[src/design/pqe_pkg.sv]
// Shared field widths, action codes and status codes of the positional queue engine.
package pqe_pkg;

    localparam int ACTION_W = 3;
    localparam int WORD_W   = 32;
    localparam int POS_W    = 5;
    localparam int STATUS_W = 2;
    localparam int FILL_W   = 5;

    typedef logic [ACTION_W-1:0] action_t;
    typedef logic [STATUS_W-1:0] status_t;
    typedef logic [WORD_W-1:0]   word_t;

    localparam action_t ACT_PUSH    = 3'd0;
    localparam action_t ACT_POP     = 3'd1;
    localparam action_t ACT_INS_AT  = 3'd2;
    localparam action_t ACT_DEL_AT  = 3'd3;
    localparam action_t ACT_DEL_RUN = 3'd4;
    localparam action_t ACT_SEARCH  = 3'd5;

    localparam status_t ST_OK    = 2'd0;
    localparam status_t ST_EMPTY = 2'd1;
    localparam status_t ST_FULL  = 2'd2;
    localparam status_t ST_RANGE = 2'd3;

endpackage

[src/design/positional_queue_engine.sv]
// Top level: sequencer that runs queue actions over one shared RAM port pair.
//
//   channel  | handshake           | fields
//   ---------+---------------------+-----------------------------------------
//   command  | start, busy         | action, value, position, run_length
//   result   | done (one cycle)    | status, found, fill_count, head_value
//
// A command is taken at a clock edge with start high and busy low.
// Push, rejected actions and unknown actions go from decode straight to the head fetch and report.
// Insert, delete and search stream one entry per cycle through the RAM
// read/write port pair.
// Reset clears the fill count; entry storage is not cleared.
// The receiver cannot stall: done is a one-cycle strobe; busy is high
// until the result is registered.
module positional_queue_engine #(
    parameter int DEPTH = 16
) (
    input  logic                         clk,
    input  logic                         rst_n,
    input  logic                         start,
    output logic                         busy,
    input  logic [pqe_pkg::ACTION_W-1:0] action,
    input  logic signed [pqe_pkg::WORD_W-1:0] value,
    input  logic [pqe_pkg::POS_W-1:0]    position,
    input  logic [pqe_pkg::POS_W-1:0]    run_length,
    output logic                         done,
    output logic [pqe_pkg::STATUS_W-1:0] status,
    output logic                         found,
    output logic [pqe_pkg::FILL_W-1:0]   fill_count,
    output logic signed [pqe_pkg::WORD_W-1:0] head_value
);

    localparam int AW = $clog2(DEPTH);
    localparam int CW = $clog2(DEPTH + 1);
    localparam int XW = ((CW >= pqe_pkg::POS_W) ? CW : pqe_pkg::POS_W) + 1;

    localparam logic [2:0] S_IDLE   = 3'd0;
    localparam logic [2:0] S_SHIFT  = 3'd1;
    localparam logic [2:0] S_SEARCH = 3'd2;
    localparam logic [2:0] S_HEAD   = 3'd3;
    localparam logic [2:0] S_OUT    = 3'd4;

    logic [2:0]             state_reg, state_next;
    logic [CW-1:0]          count_reg, count_next;
    logic [CW-1:0]          cur_reg, cur_next;
    logic [CW-1:0]          pos_reg, pos_next;
    logic [CW-1:0]          len_reg, len_next;
    logic [CW-1:0]          dst_reg, dst_next;
    logic                   pend_reg, pend_next;
    logic                   ins_reg, ins_next;
    logic                   done_reg, done_next;
    logic                   found_reg, found_next;
    pqe_pkg::status_t       status_reg, status_next;
    pqe_pkg::word_t         value_reg, value_next;
    pqe_pkg::word_t         head_reg, head_next;

    logic                   ram_we;
    logic [AW-1:0]          ram_waddr;
    pqe_pkg::word_t         ram_wdata;
    logic [AW-1:0]          ram_raddr;
    pqe_pkg::word_t         ram_rdata;

    logic [XW-1:0]          cnt_x, pos_x, req_x, avail_x, len_x, del_cur_x;
    logic                   full, ins_bad, del_bad, issue;
    logic [CW-1:0]          rd_addr;

    pqe_ram #(
        .WIDTH (pqe_pkg::WORD_W),
        .DEPTH (DEPTH)
    ) u_ram (
        .clk   (clk),
        .we    (ram_we),
        .waddr (ram_waddr),
        .wdata (ram_wdata),
        .raddr (ram_raddr),
        .rdata (ram_rdata)
    );

    // Decode position checks and the clamped run length of a new command
    always_comb
    begin
        cnt_x     = XW'(count_reg);
        pos_x     = (action == pqe_pkg::ACT_POP) ? XW'(1) : XW'(position);
        req_x     = (action == pqe_pkg::ACT_DEL_RUN) ? XW'(run_length) : XW'(1);
        avail_x   = cnt_x - pos_x + XW'(1);
        len_x     = (req_x > avail_x) ? avail_x : req_x;
        del_cur_x = pos_x - XW'(1) + len_x;
        full      = (count_reg == CW'(DEPTH));
        ins_bad   = (pos_x == '0) || (pos_x > cnt_x + XW'(1));
        del_bad   = (pos_x == '0) || (pos_x > cnt_x);
    end

    // Read address and stream condition of the shift and search loops
    always_comb
    begin
        rd_addr = ins_reg ? (cur_reg - CW'(1)) : cur_reg;
        if (state_reg == S_SHIFT && ins_reg)
        begin
            issue = (cur_reg >= pos_reg);
        end
        else
        begin
            issue = (cur_reg < count_reg);
        end
    end

    // Sequence one command: decode, stream entries, fetch the head, report
    always_comb
    begin
        state_next  = state_reg;
        count_next  = count_reg;
        cur_next    = cur_reg;
        pos_next    = pos_reg;
        len_next    = len_reg;
        dst_next    = dst_reg;
        pend_next   = pend_reg;
        ins_next    = ins_reg;
        done_next   = 1'b0;
        found_next  = found_reg;
        status_next = status_reg;
        value_next  = value_reg;
        head_next   = head_reg;
        ram_we      = 1'b0;
        ram_waddr   = count_reg[AW-1:0];
        ram_wdata   = value;
        ram_raddr   = rd_addr[AW-1:0];

        unique case (state_reg)
            S_IDLE:
            begin
                if (start)
                begin
                    status_next = pqe_pkg::ST_OK;
                    found_next  = 1'b0;
                    value_next  = value;
                    pend_next   = 1'b0;
                    state_next  = S_HEAD;
                    case (action) inside
                        pqe_pkg::ACT_PUSH:
                        begin
                            if (full)
                            begin
                                status_next = pqe_pkg::ST_FULL;
                            end
                            else
                            begin
                                ram_we     = 1'b1;
                                count_next = count_reg + CW'(1);
                            end
                        end
                        pqe_pkg::ACT_INS_AT:
                        begin
                            if (full)
                            begin
                                status_next = pqe_pkg::ST_FULL;
                            end
                            else if (ins_bad)
                            begin
                                status_next = pqe_pkg::ST_RANGE;
                            end
                            else
                            begin
                                ins_next   = 1'b1;
                                cur_next   = count_reg;
                                pos_next   = pos_x[CW-1:0];
                                state_next = S_SHIFT;
                            end
                        end
                        pqe_pkg::ACT_POP, pqe_pkg::ACT_DEL_AT, pqe_pkg::ACT_DEL_RUN:
                        begin
                            if (count_reg == '0)
                            begin
                                status_next = pqe_pkg::ST_EMPTY;
                            end
                            else if (del_bad)
                            begin
                                status_next = pqe_pkg::ST_RANGE;
                            end
                            else if (len_x != '0)
                            begin
                                ins_next   = 1'b0;
                                cur_next   = del_cur_x[CW-1:0];
                                len_next   = len_x[CW-1:0];
                                state_next = S_SHIFT;
                            end
                        end
                        pqe_pkg::ACT_SEARCH:
                        begin
                            ins_next   = 1'b0;
                            cur_next   = '0;
                            state_next = S_SEARCH;
                        end
                        default:
                        begin
                            state_next = S_HEAD;
                        end
                    endcase
                end
            end
            S_SHIFT:
            begin
                // Drain the word fetched last cycle into its new slot
                ram_waddr = dst_reg[AW-1:0];
                ram_wdata = ram_rdata;
                ram_we    = pend_reg;
                pend_next = issue;
                if (issue)
                begin
                    dst_next = ins_reg ? cur_reg : (cur_reg - len_reg);
                    cur_next = ins_reg ? (cur_reg - CW'(1)) : (cur_reg + CW'(1));
                end
                else if (!pend_reg)
                begin
                    // Drop the new word in, or shrink the queue
                    if (ins_reg)
                    begin
                        ram_we     = 1'b1;
                        ram_waddr  = AW'(pos_reg - CW'(1));
                        ram_wdata  = value_reg;
                        count_next = count_reg + CW'(1);
                    end
                    else
                    begin
                        count_next = count_reg - len_reg;
                    end
                    state_next = S_HEAD;
                end
            end
            S_SEARCH:
            begin
                // Compare the word fetched last cycle and advance the scan
                if (pend_reg && (ram_rdata == value_reg))
                begin
                    found_next = 1'b1;
                end
                pend_next = issue;
                if (issue)
                begin
                    cur_next = cur_reg + CW'(1);
                end
                else if (!pend_reg)
                begin
                    state_next = S_HEAD;
                end
            end
            S_HEAD:
            begin
                ram_raddr  = '0;
                state_next = S_OUT;
            end
            S_OUT:
            begin
                head_next  = (count_reg != '0) ? ram_rdata : '0;
                done_next  = 1'b1;
                state_next = S_IDLE;
            end
            default:
            begin
                state_next = S_IDLE;
            end
        endcase
    end

    // Hold control state under reset
    always_ff @(posedge clk or negedge rst_n)
    begin
        if (!rst_n)
        begin
            state_reg  <= S_IDLE;
            count_reg  <= '0;
            cur_reg    <= '0;
            pend_reg   <= 1'b0;
            ins_reg    <= 1'b0;
            done_reg   <= 1'b0;
            found_reg  <= 1'b0;
            status_reg <= pqe_pkg::ST_OK;
        end
        else
        begin
            state_reg  <= state_next;
            count_reg  <= count_next;
            cur_reg    <= cur_next;
            pend_reg   <= pend_next;
            ins_reg    <= ins_next;
            done_reg   <= done_next;
            found_reg  <= found_next;
            status_reg <= status_next;
        end
    end

    // Payload registers
    always_ff @(posedge clk)
    begin
        pos_reg   <= pos_next;
        len_reg   <= len_next;
        dst_reg   <= dst_next;
        value_reg <= value_next;
        head_reg  <= head_next;
    end

    assign busy       = (state_reg != S_IDLE);
    assign done       = done_reg;
    assign status     = status_reg;
    assign found      = found_reg;
    assign fill_count = pqe_pkg::FILL_W'(count_reg);
    assign head_value = head_reg;

`ifndef NO_ASSERTIONS
    a_done_after_out: assert property (@(posedge clk) disable iff (!rst_n)
        done |-> $past(state_reg == S_OUT))
        else $error("result strobe without a finished command");

    a_count_bound: assert property (@(posedge clk) disable iff (!rst_n)
        count_reg <= CW'(DEPTH))
        else $error("fill count above depth");

    a_accept_busy: assert property (@(posedge clk) disable iff (!rst_n)
        (start && !busy) |=> busy)
        else $error("accepted command did not raise busy");

    a_full_status: assert property (@(posedge clk) disable iff (!rst_n)
        (done && status == pqe_pkg::ST_FULL) |-> (count_reg == CW'(DEPTH)))
        else $error("full status with room left");

    a_search_keeps: assert property (@(posedge clk) disable iff (!rst_n)
        (state_reg == S_SEARCH) |=> $stable(count_reg))
        else $error("search changed the fill count");
`endif

endmodule

[src/design/pqe_ram.sv]
// Generic single-write, single-read RAM with registered read data.
module pqe_ram #(
    parameter int WIDTH = 32,
    parameter int DEPTH = 16
) (
    input  logic                     clk,
    input  logic                     we,
    input  logic [$clog2(DEPTH)-1:0] waddr,
    input  logic [WIDTH-1:0]         wdata,
    input  logic [$clog2(DEPTH)-1:0] raddr,
    output logic [WIDTH-1:0]         rdata
);

    logic [WIDTH-1:0] mem [DEPTH];

    // Write one word and register one read each cycle
    always_ff @(posedge clk)
    begin
        if (we)
        begin
            mem[waddr] <= wdata;
        end
        rdata <= mem[raddr];
    end

endmodule

[config.mk]
export PLATFORM = sky130hd
export DESIGN_NAME = positional_queue_engine
export DESIGN_NICKNAME = d
export VERILOG_FILES = /design/src/design/pqe_pkg.sv /design/src/design/positional_queue_engine.sv /design/src/design/pqe_ram.sv
export SDC_FILE = /design/constraint.sdc
export NUM_CORES = 1
export LEC_CHECK = 0
export BUFFER_PORTS_ARGS = -buffer_cell sky130_fd_sc_hd__buf_2
export CAP_MARGIN = 20
export CORE_MARGIN = 4
export CORE_UTILIZATION = 55
export DETAILED_ROUTE_END_ITERATION = 8
export GPL_ROUTABILITY_DRIVEN = 0
export PLACE_DENSITY = 0.74
export RECOVER_POWER = 50
export SETUP_SLACK_MARGIN = 0.05
export SYNTH_ARGS = -nofsm -noshare
export SYNTH_HDL_FRONTEND = slang
export SYNTH_SLANG_ARGS = --single-unit
[constraint.sdc]
create_clock -name clk -period 9.55 [get_ports clk]
set_input_delay 0.4775 -clock clk [delete_from_list [all_inputs] [get_ports clk]]
set_output_delay 0.4775 -clock clk [all_outputs]
set_load 0.01 [all_outputs]
==> impl_metrics.toml <==
[drt]
first_iter_violations = 2195
detail_route.wirelength_mm = 69.42
average_routed_wire_per_standard_cell_um = 25.45
viasPerCell = 6.424
drc_errors = 0
overall_via_count_from_detail_route = 17526
detail_route.first_pass.iterations = 6
ant_nets = 0

[timing]
totalNegativeSetupSlack_ns = 0
timing.max_slew.rel_slack = -1.046
worstMarginPinSlew_ns = 3.070
final-setup-viol-count = 0
final.min_clock_period_ns = 6.199
timing.clock.skew_ns = 0.01986
fmax_ghz = 0.1613
finalCritPeriodShare = 0.6491
unrepaired_setup_endpoints_after_global_routing = "false"
final-max-slew-violation-count = 106
finalHoldWorstSlack_ns = 0.04853
timing_hold_violations_final = 0

[worst_setup_path]
timing.rr.start = "fill_count[2]"
critPathRequiredTime_ns = 10.04
worst-endpoint-arrival_ns = 6.69
timing.critical_path.from = "action[1]"
timing.critical_path.from_type = "input pin"
worstSetupPathType = "in -> reg"
crit_fanout = 11
worst_r2r_endpoint = "cur_reg[4]"
slowest_stage = "sky130_fd_sc_hd__or3b_2"
critical-path-max-stage-delay_ns = 0.57
regToRegSetupSlack_ns = 3.45
timing.reg2reg.worst_path_depth = 23
critical_path.top_delay_family = "simple AND/OR/NAND/NOR gates"
worst-path-buf-inv = 3
end_kind = "register"
path_common_cell = "sky130_fd_sc_hd__ha_1"

[floorplan]
floorplan.die.width_um = 228.0
fp-row-count = 80
fp.dieArea_um2 = 51960
top_level_i_o_count = 90
design.core.area_um2 = 47750
initial_core_util = 0.5573
floorplan.die.height_um = 228.0

[pwr]
seq_power_share = 0.377
power.density_nw_per_um2 = 357.7
switching_share = 0.3896
switching_power_mw = 4.159
clockPowerShare = 0.227
ir_drop_v = 0.0004119
report.power.total_mw = 10.68
fraction_of_power_consumed_by_combinational_cells = 0.396
leakagePower_nw = 9.983
internal_power_mw = 6.517

[final_layout]
layout.cells.most_common_list = "590 x sky130_fd_sc_hd__edfxtp_1, 327 x sky130_fd_sc_hd__nand2_1, 129 x sky130_fd_sc_hd__o22ai_1, 117 x sky130_fd_sc_hd__clkbuf_1, 85 x sky130_fd_sc_hd__a21oi_1"
most_common_cell_after_layout_fill_and_taps_aside = "sky130_fd_sc_hd__edfxtp_1"
layout-drive-gt1-share = 0.08617
regMostFlops = "u_ram.mem"
flow.area_growth_from_synthesis_pct = 12.15
ff_latch_area_um2 = 18830
design.final.nets = 2163
largest_register_ff_count = 512
multi_input_comb_area_um2 = 7284
nFillCells = 3504

[yosys]
synth_edf_count = 590
synth_area_leader_cell = "sky130_fd_sc_hd__edfxtp_1"
seq_area_frac_synth = 0.7078
yosysWarnings = 0
synthArstFlopShare = 0.02964
post_synth_main_area_contributors = "sky130_fd_sc_hd__edfxtp_1 67%, sky130_fd_sc_hd__nand2_1 4.6%, sky130_fd_sc_hd__o22ai_1 3.0%"
synth_top_flop_cell = "sky130_fd_sc_hd__edfxtp_1"
ys_seq_elements = 641
netlist.area_leader.share = 0.6658
mappedNetlistNets = 2065
syn_area_um2 = 26610
ys_types = 69
synth_cells = 1963
syn_avg_cell_area_um2 = 13.56

[clock_tree]
worstSkewPairLatency_ns = 0.63
clkSinkCount = 641
h_tree_lvls = 2
cts-buffers-inserted = 60
post-cts-setup-buffers = 0
postCtsHoldBufs = 1
post_cts_resized = 0
cts-root-buf = "sky130_fd_sc_hd__clkbuf_16"
cts_tree = "built"
cts.path.max_buffers = 3
path_clk_slew_ns = 0.06

[grt]
first_global_vias = 17101
grt_overflow_total = 0
met1_usage = 0.3654
grt_start_max_net_pins = 81
grt.total_usage = 0.2594
grt_first_pass_wirelength_mm = 103.7
grt-busiest-layer = "met2"
grtUsageMet3 = 0.05477
antenna_found_initial = 0
use_met2 = 0.4024

[placed_design]
placement.io_buffers = 89
detailedPlacementHpwl_mm = 36.53

[hold_path]
whs_path_depth = 1
timing.hold.worst_endpoint = "value_reg[18]"
hold_class = "in -> reg"
holdCritStartpoint = "value[18]"

[outcome]
status = "finished with violations"
failed_checks = "max-capacitance violations, max-slew violations"

[job]
cap_violations = 4
[power groups by stage]
stage	clock network (mW)	registers, mW	logic, mW
6_report	2.43	4.02	4.22
5_1_grt	2.58	4.05	4.59
4_1_cts	2.45	4.01	4.20
3_5_place_dp	0	4.06	4.16
3_3_place_gp	0	4.05	4.07
2_1_floorplan	0	3.99	2.85
[layer usage]
layer / wire length (um) / vias to the layer above
met5: 0 / -
met4: 2480 / 0
met3: 7020 / 166
met2: 31960 / 1016
met1: 27950 / 8638
li1: - / 7706
[layout make-up]
cell class              instances  area share
diodes                          1  0.00008386
clock buffers                  80     0.05518
flip-flops and latches        641      0.6311
well taps                     615     0.02579
repair buffers                156     0.02524
multi-input cells            1154      0.2441
clock inverters                33     0.01245
inverters                      48    0.006038
[worst reg2reg max path: stages (launching register included)]
cell and delay, ns:
sky130_fd_sc_hd__dfrtp_1 0.55, sky130_fd_sc_hd__inv_1 0.21, sky130_fd_sc_hd__ha_1 0.43, sky130_fd_sc_hd__or3_4 0.43
sky130_fd_sc_hd__and2_2 0.21, sky130_fd_sc_hd__ha_1 0.19, sky130_fd_sc_hd__a221oi_1 0.25, sky130_fd_sc_hd__xor2_1 0.29
sky130_fd_sc_hd__ha_1 0.30, sky130_fd_sc_hd__nand3_1 0.10, sky130_fd_sc_hd__nor2_1 0.05, sky130_fd_sc_hd__a21o_1 0.18
sky130_fd_sc_hd__nor2_2 0.36, sky130_fd_sc_hd__mux2i_1 0.31, sky130_fd_sc_hd__ha_1 0.30, sky130_fd_sc_hd__inv_1 0.07
sky130_fd_sc_hd__ha_1 0.23, sky130_fd_sc_hd__a21o_1 0.18, sky130_fd_sc_hd__a21oi_1 0.18, sky130_fd_sc_hd__xnor2_1 0.21
sky130_fd_sc_hd__nor3_1 0.09, sky130_fd_sc_hd__mux2_2 0.26, sky130_fd_sc_hd__or3_1 0.33, sky130_fd_sc_hd__mux2_2 0.26
[through the flow]
step	cell area, um^2	cells	util	setup slack [ns]
after detailed placement	28010	2611	0.5866	2.867
after CTS	30040	2725	0.6291	3.478
after floorplan	26610	1963	-	3.450
final	29840	2728	0.6250	3.351
after global placement	27990	2607	0.5862	3.049
after global routing	29840	2727	0.6249	3.080
[Yosys cell counts (3+ instances only)]
cell	n
sky130_fd_sc_hd__clkbuf_1	112
sky130_fd_sc_hd__a311oi_1	64
sky130_fd_sc_hd__a211oi_1	40
sky130_fd_sc_hd__edfxtp_1	590
sky130_fd_sc_hd__a21oi_1	85
sky130_fd_sc_hd__xnor2_1	48
sky130_fd_sc_hd__o31ai_1	6
sky130_fd_sc_hd__o22ai_1	129
sky130_fd_sc_hd__ha_1	51
sky130_fd_sc_hd__buf_1	3
sky130_fd_sc_hd__mux2i_1	38
sky130_fd_sc_hd__mux2_2	4
sky130_fd_sc_hd__a21o_1	6
sky130_fd_sc_hd__nand2_1	329
sky130_fd_sc_hd__nor3b_1	3
sky130_fd_sc_hd__nor2_1	53
sky130_fd_sc_hd__buf_2	4
sky130_fd_sc_hd__o21ai_0	50
sky130_fd_sc_hd__o21a_1	8
sky130_fd_sc_hd__o221ai_1	3
sky130_fd_sc_hd__nor3_1	14
sky130_fd_sc_hd__nand3_1	13
sky130_fd_sc_hd__nand2b_1	7
sky130_fd_sc_hd__fa_1	3
sky130_fd_sc_hd__xor2_1	9
sky130_fd_sc_hd__dfxtp_1	32
sky130_fd_sc_hd__inv_1	48
sky130_fd_sc_hd__or2_2	5
sky130_fd_sc_hd__dfrtp_1	19
sky130_fd_sc_hd__nand3b_1	3
sky130_fd_sc_hd__nor4_1	6
sky130_fd_sc_hd__o211ai_1	7
sky130_fd_sc_hd__nand4_1	9
sky130_fd_sc_hd__and2_1	8
sky130_fd_sc_hd__a31oi_1	66
sky130_fd_sc_hd__nor2b_1	37
sky130_fd_sc_hd__and3_1	3
sky130_fd_sc_hd__o21ai_1	4
sky130_fd_sc_hd__or3_1	3
[worst max path at each step]
stage / endpoint / cells past startpoint / slack (ns)
floorplan: cur_reg[4] / 26 / 3.45
global placement: cur_reg[4] / 26 / 3.05
detailed placement: cur_reg[4] / 26 / 2.87
CTS: cur_reg[4] / 23 / 3.48
global route: cur_reg[4] / 26 / 3.08
finish: cur_reg[4] / 26 / 3.35
[kinds of logic (layout without fill, tap and decap cells)]
family                     Yosys count  in the layout  synth area share
other                                0              1                 0
AOI/OAI and AO/OA                  487            487            0.1198
muxes                               45             45           0.01740
xor gates and xnor gates            58             58           0.01937
adders and majority gates           54             54           0.02624
DFF                                641            641            0.7078
and+or+nand+nor                    510            510           0.08525
buffers and inverters              168            317           0.02417
(Power assumes the default switching activity.)
